--- config.mk ---
export PLATFORM = sky130hd
export DESIGN_NAME = ects_div
export DESIGN_NICKNAME = d
export VERILOG_FILES = /design/src/rtl/core/ects_pkg.sv /design/src/rtl/core/ects_div.sv
export SDC_FILE = /design/constraint.sdc
export NUM_CORES = 1
export LEC_CHECK = 0
export BUFFER_PORTS_ARGS = -buffer_cell sky130_fd_sc_hd__buf_2
export CAP_MARGIN = 20
export CORE_UTILIZATION = 30
export DETAILED_ROUTE_END_ITERATION = 8
export GPL_TIMING_DRIVEN = 1
export REMOVE_ABC_BUFFERS = 1
export SETUP_SLACK_MARGIN = 0.15
export SLEW_MARGIN = 30
export SYNTH_ARGS = -nofsm -noshare
export SYNTH_HDL_FRONTEND = slang
export SYNTH_SLANG_ARGS = --single-unit
--- constraint.sdc ---
create_clock -name clk -period 5.6 [get_ports clk]
set_input_delay 0.84 -clock clk [delete_from_list [all_inputs] [get_ports clk]]
set_output_delay 0.84 -clock clk [all_outputs]
set_load 0.05 [all_outputs]
--- src/rtl/core/ects_pkg.sv ---
// ects_pkg: shared types, constants and reset values for the EMA crossover trade simulator
// no dependencies; imported by every module of the block
package ects_pkg;

  // fixed-point layout defaults
  localparam int WEIGHT_FRAC_BITS_DEF  = 16;
  localparam int AVG_FRAC_BITS_DEF     = 16;
  localparam int HOLDING_FRAC_BITS_DEF = 32;

  // field widths
  localparam int PRICE_W   = 32;
  localparam int WEIGHT_W  = 17;
  localparam int AVG_W     = 48;
  localparam int BAL_W     = 48;
  localparam int CHANGE_W  = 49;
  localparam int HOLD_W    = 64;
  localparam int PRIME_W   = 16;
  localparam int COUNT_W   = 32;
  localparam int ACC_W     = 96;
  localparam int CFG_IDX_W = 8;
  localparam int CFG_DAT_W = 48;
  localparam int IN_DATA_W  = 96;
  localparam int OUT_DATA_W = 232;

  // register reset values
  localparam logic [WEIGHT_W-1:0] FAST_WEIGHT_RST      = 17'd461;
  localparam logic [WEIGHT_W-1:0] SLOW_WEIGHT_RST      = 17'd291;
  localparam logic [BAL_W-1:0]    STARTING_BALANCE_RST = 48'd1000000;
  localparam logic [PRIME_W-1:0]  PRIME_COUNT_RST      = 16'd1000;

  // configuration register indexes
  localparam logic [CFG_IDX_W-1:0] REG_FAST_WEIGHT      = 8'd0;
  localparam logic [CFG_IDX_W-1:0] REG_SLOW_WEIGHT      = 8'd1;
  localparam logic [CFG_IDX_W-1:0] REG_STARTING_BALANCE = 8'd2;
  localparam logic [CFG_IDX_W-1:0] REG_PRIME_COUNT      = 8'd3;

  // shift applied to a product before accumulation
  typedef enum logic [1:0] {
    SH_NONE,
    SH_WORD,
    SH_AVG
  } shift_sel_t;

  // one multiply-accumulate request
  typedef struct packed {
    logic        vld;
    logic        clr;
    logic [31:0] a;
    logic [31:0] b;
    shift_sel_t  sh;
  } mac_req_t;

  // sequencer states
  typedef enum logic [2:0] {
    ST_IDLE,
    ST_FAST,
    ST_SLOW,
    ST_TRADE,
    ST_DIV,
    ST_SELL,
    ST_MARK,
    ST_DONE
  } seq_state_t;

endpackage

--- src/rtl/core/ects_div.sv ---
// ects_div: bit-serial restoring divider, one quotient bit per cycle, 64-bit saturated result
// depends on ects_pkg
module ects_div #(
  parameter int NUM_W = 80
) (
  input  logic              clk,
  input  logic              rst_n,
  input  logic              start,
  input  logic [NUM_W-1:0]  dividend,
  input  logic [31:0]       divisor,
  output logic              done,
  output logic [63:0]       quotient
);
  import ects_pkg::*;

  localparam int CNT_W = $clog2(NUM_W + 1);

  logic [NUM_W-1:0] quo_r;
  logic [31:0]      rem_r;
  logic [31:0]      den_r;
  logic [CNT_W-1:0] cnt_r;
  logic             busy_r;
  logic             done_r;
  logic [32:0]      trial;
  logic             fits;
  logic [32:0]      diff;

  // one restoring step
  assign trial = {rem_r, quo_r[NUM_W-1]};
  assign fits  = trial >= {1'b0, den_r};
  assign diff  = trial - {1'b0, den_r};

  always_ff @(posedge clk) begin
    if (!rst_n) begin
      busy_r <= 1'b0;
      done_r <= 1'b0;
      cnt_r  <= '0;
    end else begin
      done_r <= 1'b0;
      if (start) begin
        busy_r <= 1'b1;
        cnt_r  <= CNT_W'(NUM_W);
      end else if (busy_r) begin
        cnt_r <= cnt_r - 1'b1;
        if (cnt_r == CNT_W'(1)) begin
          busy_r <= 1'b0;
          done_r <= 1'b1;
        end
      end
    end
  end

  // datapath
  always_ff @(posedge clk) begin
    if (start) begin
      quo_r <= dividend;
      rem_r <= '0;
      den_r <= divisor;
    end else if (busy_r) begin
      rem_r <= fits ? diff[31:0] : trial[31:0];
      quo_r <= {quo_r[NUM_W-2:0], fits};
    end
  end

  // saturate to 64 bits
  generate
    if (NUM_W > 64) begin : g_sat
      assign quotient = (|quo_r[NUM_W-1:64]) ? '1 : quo_r[63:0];
    end else begin : g_fit
      assign quotient = 64'(quo_r);
    end
  endgenerate

  assign done = done_r;

endmodule
==> parameters.txt <==
Parameter                              Value

Pwr
  Net Sw Frac ... 29.2%
  Net switching power figure ... a little under 0.0009 W
  Fraction of power consumed by the clock network ... 37.6%
  Power Density ... around 290 mW/mm2
  Part of the power in registers ... a little under half
  Combinational cell fraction of total power ... 16.8%
  Max rail drop VDD ... 0.149 mV
  Cell leakage power ... 4.12 nW
  Internal power consumption ... 0.00216 W

Timing
  Count of endpoints failing setup in the final report ... 0
  Sum Neg Setup Slack ... 0 ns
  Max-slew violation total from the final report ... 0
  Fin crit share ... 57.3%
  Worst clock skew ... ~0.015 ns
  Transition at the pin with the smallest max-transition slack ... 0.784 ns
  Timing-limited maximum frequency ... 0.312 GHz
  Clock period minus worst slack ... 3.21 ns
  Unrepaired setup endpoints after global routing ... no
  Relative slew slack ... 46.4%
  Final-report hold violation count ... 0
  Final WS setup ... 2.39 ns

Cells and area
  Final core area utilization ... around 37%
  Number of filler instances in the final layout ... 2,988
  Final non-filler cell area ... 0.0106 mm2
  Filler-free cell count of the finished design ... 1,369
  Final net count ... 1,119
  Fraction of layout cells with a size suffix above 1 ... 38.2%
  Layout-stage area growth over the synthesis result ... 21.1%

Logic synthesis
  Largest family of logic cells by synthesized area ... simple AND/OR/NAND/NOR gates
  Ys async rst share ... 0%
  Cell taking the most area after synthesis ... sky130_fd_sc_hd__edfxtp_1
  Fraction of synthesized area in multiplexers ... between 10% and 20%
  EDFF count, synth ... 112
  Unique masters post-synth ... 67
  Number of synthesis warnings ... 0
  Compound-Gate Fraction of Synth Area ... between 10% and 20%
  Fraction of synthesized cell area taken by the top area cell type ... 38.5%
  Sequential element share of the synthesized area ... 47.9%
  Synth Instances ... a little over 800
  Commonest register cell after synthesis ... sky130_fd_sc_hd__edfxtp_1
  Fraction of synthesized cell area in xor and xnor cells ... 2.91%
  Total of flip-flops plus latches after synthesis ... ~150
  Synth Area in Simple Gates ... 15.6%
  Synth Cell Area ... 0.00873 mm2
  Cell types with the largest area share after synthesis ... sky130_fd_sc_hd__edfxtp_1, sky130_fd_sc_hd__mux2_2, sky130_fd_sc_hd__dfxtp_1
  Adder-Cell Fraction of Synth Area ... 5.10%
  Post-synthesis average cell area ... around 11 um2

Placement
  Routability cong. ... 0.837
  Post-Place Cell Area ... 0.00995 mm2
  Count of buffers from port buffering ... roughly 180
  Post-Place Setup Slack ... 2.16 ns
  Detailed Place HPWL ... 16,200 um
  Instance count after placement with tap cells included ... 1,333

Floorplanning
  Number of placement rows ... 62
  Starting density of the core ... 30.4%
  Boundary pin count ... 180
  Overall die height ... 173 um
  Width of the die ... 173 um
  Area of the placeable core ... 0.0287 mm2
  Die Area ... 0.0298 mm2

CTS
  Post CTS Setup Buffer Count ... 0
  Clock net sink count ... approximately 150
  Number of buffers created by CTS ... 17
  Number of buffers on the longest clock path ... 2
  TritonCTS clock tree ... yes
  Worst-skew pair later-pin latency ... about 0.43 ns
  Clock edge transition at the registers on the reported setup and hold paths ... 0.07 ns
  Maximum level of the CTS H-tree ... 4
  Hold buffers post-CTS ... 0
  Post-cts sizing count ... 0
  Clock Tree Root ... sky130_fd_sc_hd__clkbuf_16

Route
  Via count ... 6,803
  Routed wire per std cell ... 16.7 um
  Max Used Layer ... met5
  Metal-1 WL ... around 10,000 um
  Detailed route wirelength on metal2 ... 10,600 um
  Detailed Route WL ... 22,900 um
  Met3 wire len ... 1980 um
  Drt initial violations ... approximately 400
  Residual DRC count ... 0
  Drt first pass iters ... 7
  Average vias per placed instance ... around 5.0
  Remaining antenna violation count after routing ... 0

Hold path
  Type of the most critical hold path ... reg2reg

Global routing
  Number of antenna violations at the first check in global routing ... 6
  Global-route wire length before repair ... around 37,000 um
  Total routing resource utilization after global routing ... 15.5%
  Maximum number of pins on one net before global-route repair ... 65
  Global route overflow ... 0
  Number of global-route vias before repair ... approximately 6,700

Setup path
  Critical Path End Type ... flip-flop
  Startpoint kind of the worst setup timing path ... flip-flop
  Top fanout value on the critical path ... 4
  Setup CP Type ... reg2reg
  Data required time at the worst endpoint ... 5.94 ns
  Reg2Reg Setup Slack ... 2.39 ns
  CP Data Arrival Time ... 3.55 ns

Job
  MaxCap Viol Count ... 0

Status
  Run status ... finished, final reports clean
final timing paths:
| path | start | end | cells after the start |
|---|---|---|---|
| setup / recovery | quo_r[79] | rem_r[30] | 11 |
| hold / removal | cnt_r[1] | cnt_r[1] | 2 |
| setup reg to reg | quo_r[79] | rem_r[30] | 11 |
| hold reg to reg | cnt_r[1] | cnt_r[1] | 2 |
worst max-delay path: stages, from the launching register on:
cell and delay [ns]:
sky130_fd_sc_hd__edfxtp_1 0.36, sky130_fd_sc_hd__inv_1 0.06, sky130_fd_sc_hd__ha_1 0.22, sky130_fd_sc_hd__fa_1 0.40, sky130_fd_sc_hd__nand2b_1 0.18, sky130_fd_sc_hd__a21oi_1 0.19, sky130_fd_sc_hd__nor2_1 0.12, sky130_fd_sc_hd__o22ai_1 0.40
sky130_fd_sc_hd__a311oi_2 0.23, sky130_fd_sc_hd__a211oi_2 0.39, sky130_fd_sc_hd__mux2_1 0.36, sky130_fd_sc_hd__o31ai_1 0.21
cell type report:
class	instances	area [um2]	share of cell area, %
flip-flops and latches	153	4180	39.6
diodes	3	7.51	0.0710
well taps	384	480	4.54
inverters	44	170	1.61
repair buffers	186	975	9.22
clock inverters	15	160	1.51
multi-input cells	567	4170	39.5
clock buffers	17	425	4.02
placed cells by master (no fill, tap or decap), types with 11 or more instances in the layout:
cell type / count
sky130_fd_sc_hd__nor2_1: 59
sky130_fd_sc_hd__xor2_1: 11
sky130_fd_sc_hd__nand3_1: 33
sky130_fd_sc_hd__o21ai_0: 24
sky130_fd_sc_hd__edfxtp_1: 112
sky130_fd_sc_hd__a311oi_1: 21
sky130_fd_sc_hd__dfxtp_1: 41
sky130_fd_sc_hd__clkbuf_16: 17
sky130_fd_sc_hd__xnor2_1: 18
sky130_fd_sc_hd__inv_1: 43
sky130_fd_sc_hd__a21oi_1: 35
sky130_fd_sc_hd__or2_2: 66
sky130_fd_sc_hd__buf_2: 178
sky130_fd_sc_hd__a21o_1: 16
sky130_fd_sc_hd__nand2_1: 33
sky130_fd_sc_hd__mux2_2: 80
sky130_fd_sc_hd__ha_1: 34
sky130_fd_sc_hd__nor3_1: 14
per-stage QoR:
step / hold slack (ns) / power (W)
2_1_floorplan: 0.451 / 0.00176
4_1_cts: 0.496 / 0.00309
5_1_grt: 0.514 / 0.00321
3_3_place_gp: 0.483 / 0.00192
3_5_place_dp: 0.486 / 0.00193
6_report: 0.494 / 0.00306
routing by layer:
metal	global-route usage, %	vias up
met5	0	-
met4	3.39	8
met3	5.78	21
met2	24.4	222
met1	20.1	3234
li1	-	3318
power by group through the flow:
stage / registers, W / logic, W / clock network [W]
2_1_floorplan: 0.00140 / 0.000356 / 0
3_3_place_gp: 0.00142 / 0.000505 / 0
3_5_place_dp: 0.00142 / 0.000510 / 0
4_1_cts: 0.00140 / 0.000514 / 0.00118
5_1_grt: 0.00141 / 0.000570 / 0.00123
6_report: 0.00140 / 0.000512 / 0.00115
registers in the layout, indices dropped and copies added, names as in the netlist:
name,cells
cnt_r,7
busy_r,1
rem_r,32
den_r,32
done,1
quo_r,80
kinds of logic after synthesis:
logic type               Yosys count
multiplexers                      83
buffers and inverters             90
flip-flops                       153
AND/OR/NAND/NOR                  256
adder cells (fa/ha/maj)           35
XOR/XNOR                          29
AO/OA/AOI/OAI                    164
cells in the mapped netlist, types with 11 or more instances:
cell	n
sky130_fd_sc_hd__edfxtp_1	112
sky130_fd_sc_hd__mux2_2	80
sky130_fd_sc_hd__or2_2	66
sky130_fd_sc_hd__nor2_1	60
sky130_fd_sc_hd__inv_1	44
sky130_fd_sc_hd__dfxtp_1	41
sky130_fd_sc_hd__a21oi_1	35
sky130_fd_sc_hd__ha_1	34
sky130_fd_sc_hd__nand2_1	33
sky130_fd_sc_hd__nand3_1	33
sky130_fd_sc_hd__clkbuf_1	29
sky130_fd_sc_hd__o21ai_0	24
sky130_fd_sc_hd__a311oi_1	21
sky130_fd_sc_hd__xnor2_1	18
sky130_fd_sc_hd__a21o_1	16
sky130_fd_sc_hd__nor3_1	14
sky130_fd_sc_hd__xor2_1	11
No activity file was read; power rests on OpenSTA's default activity.
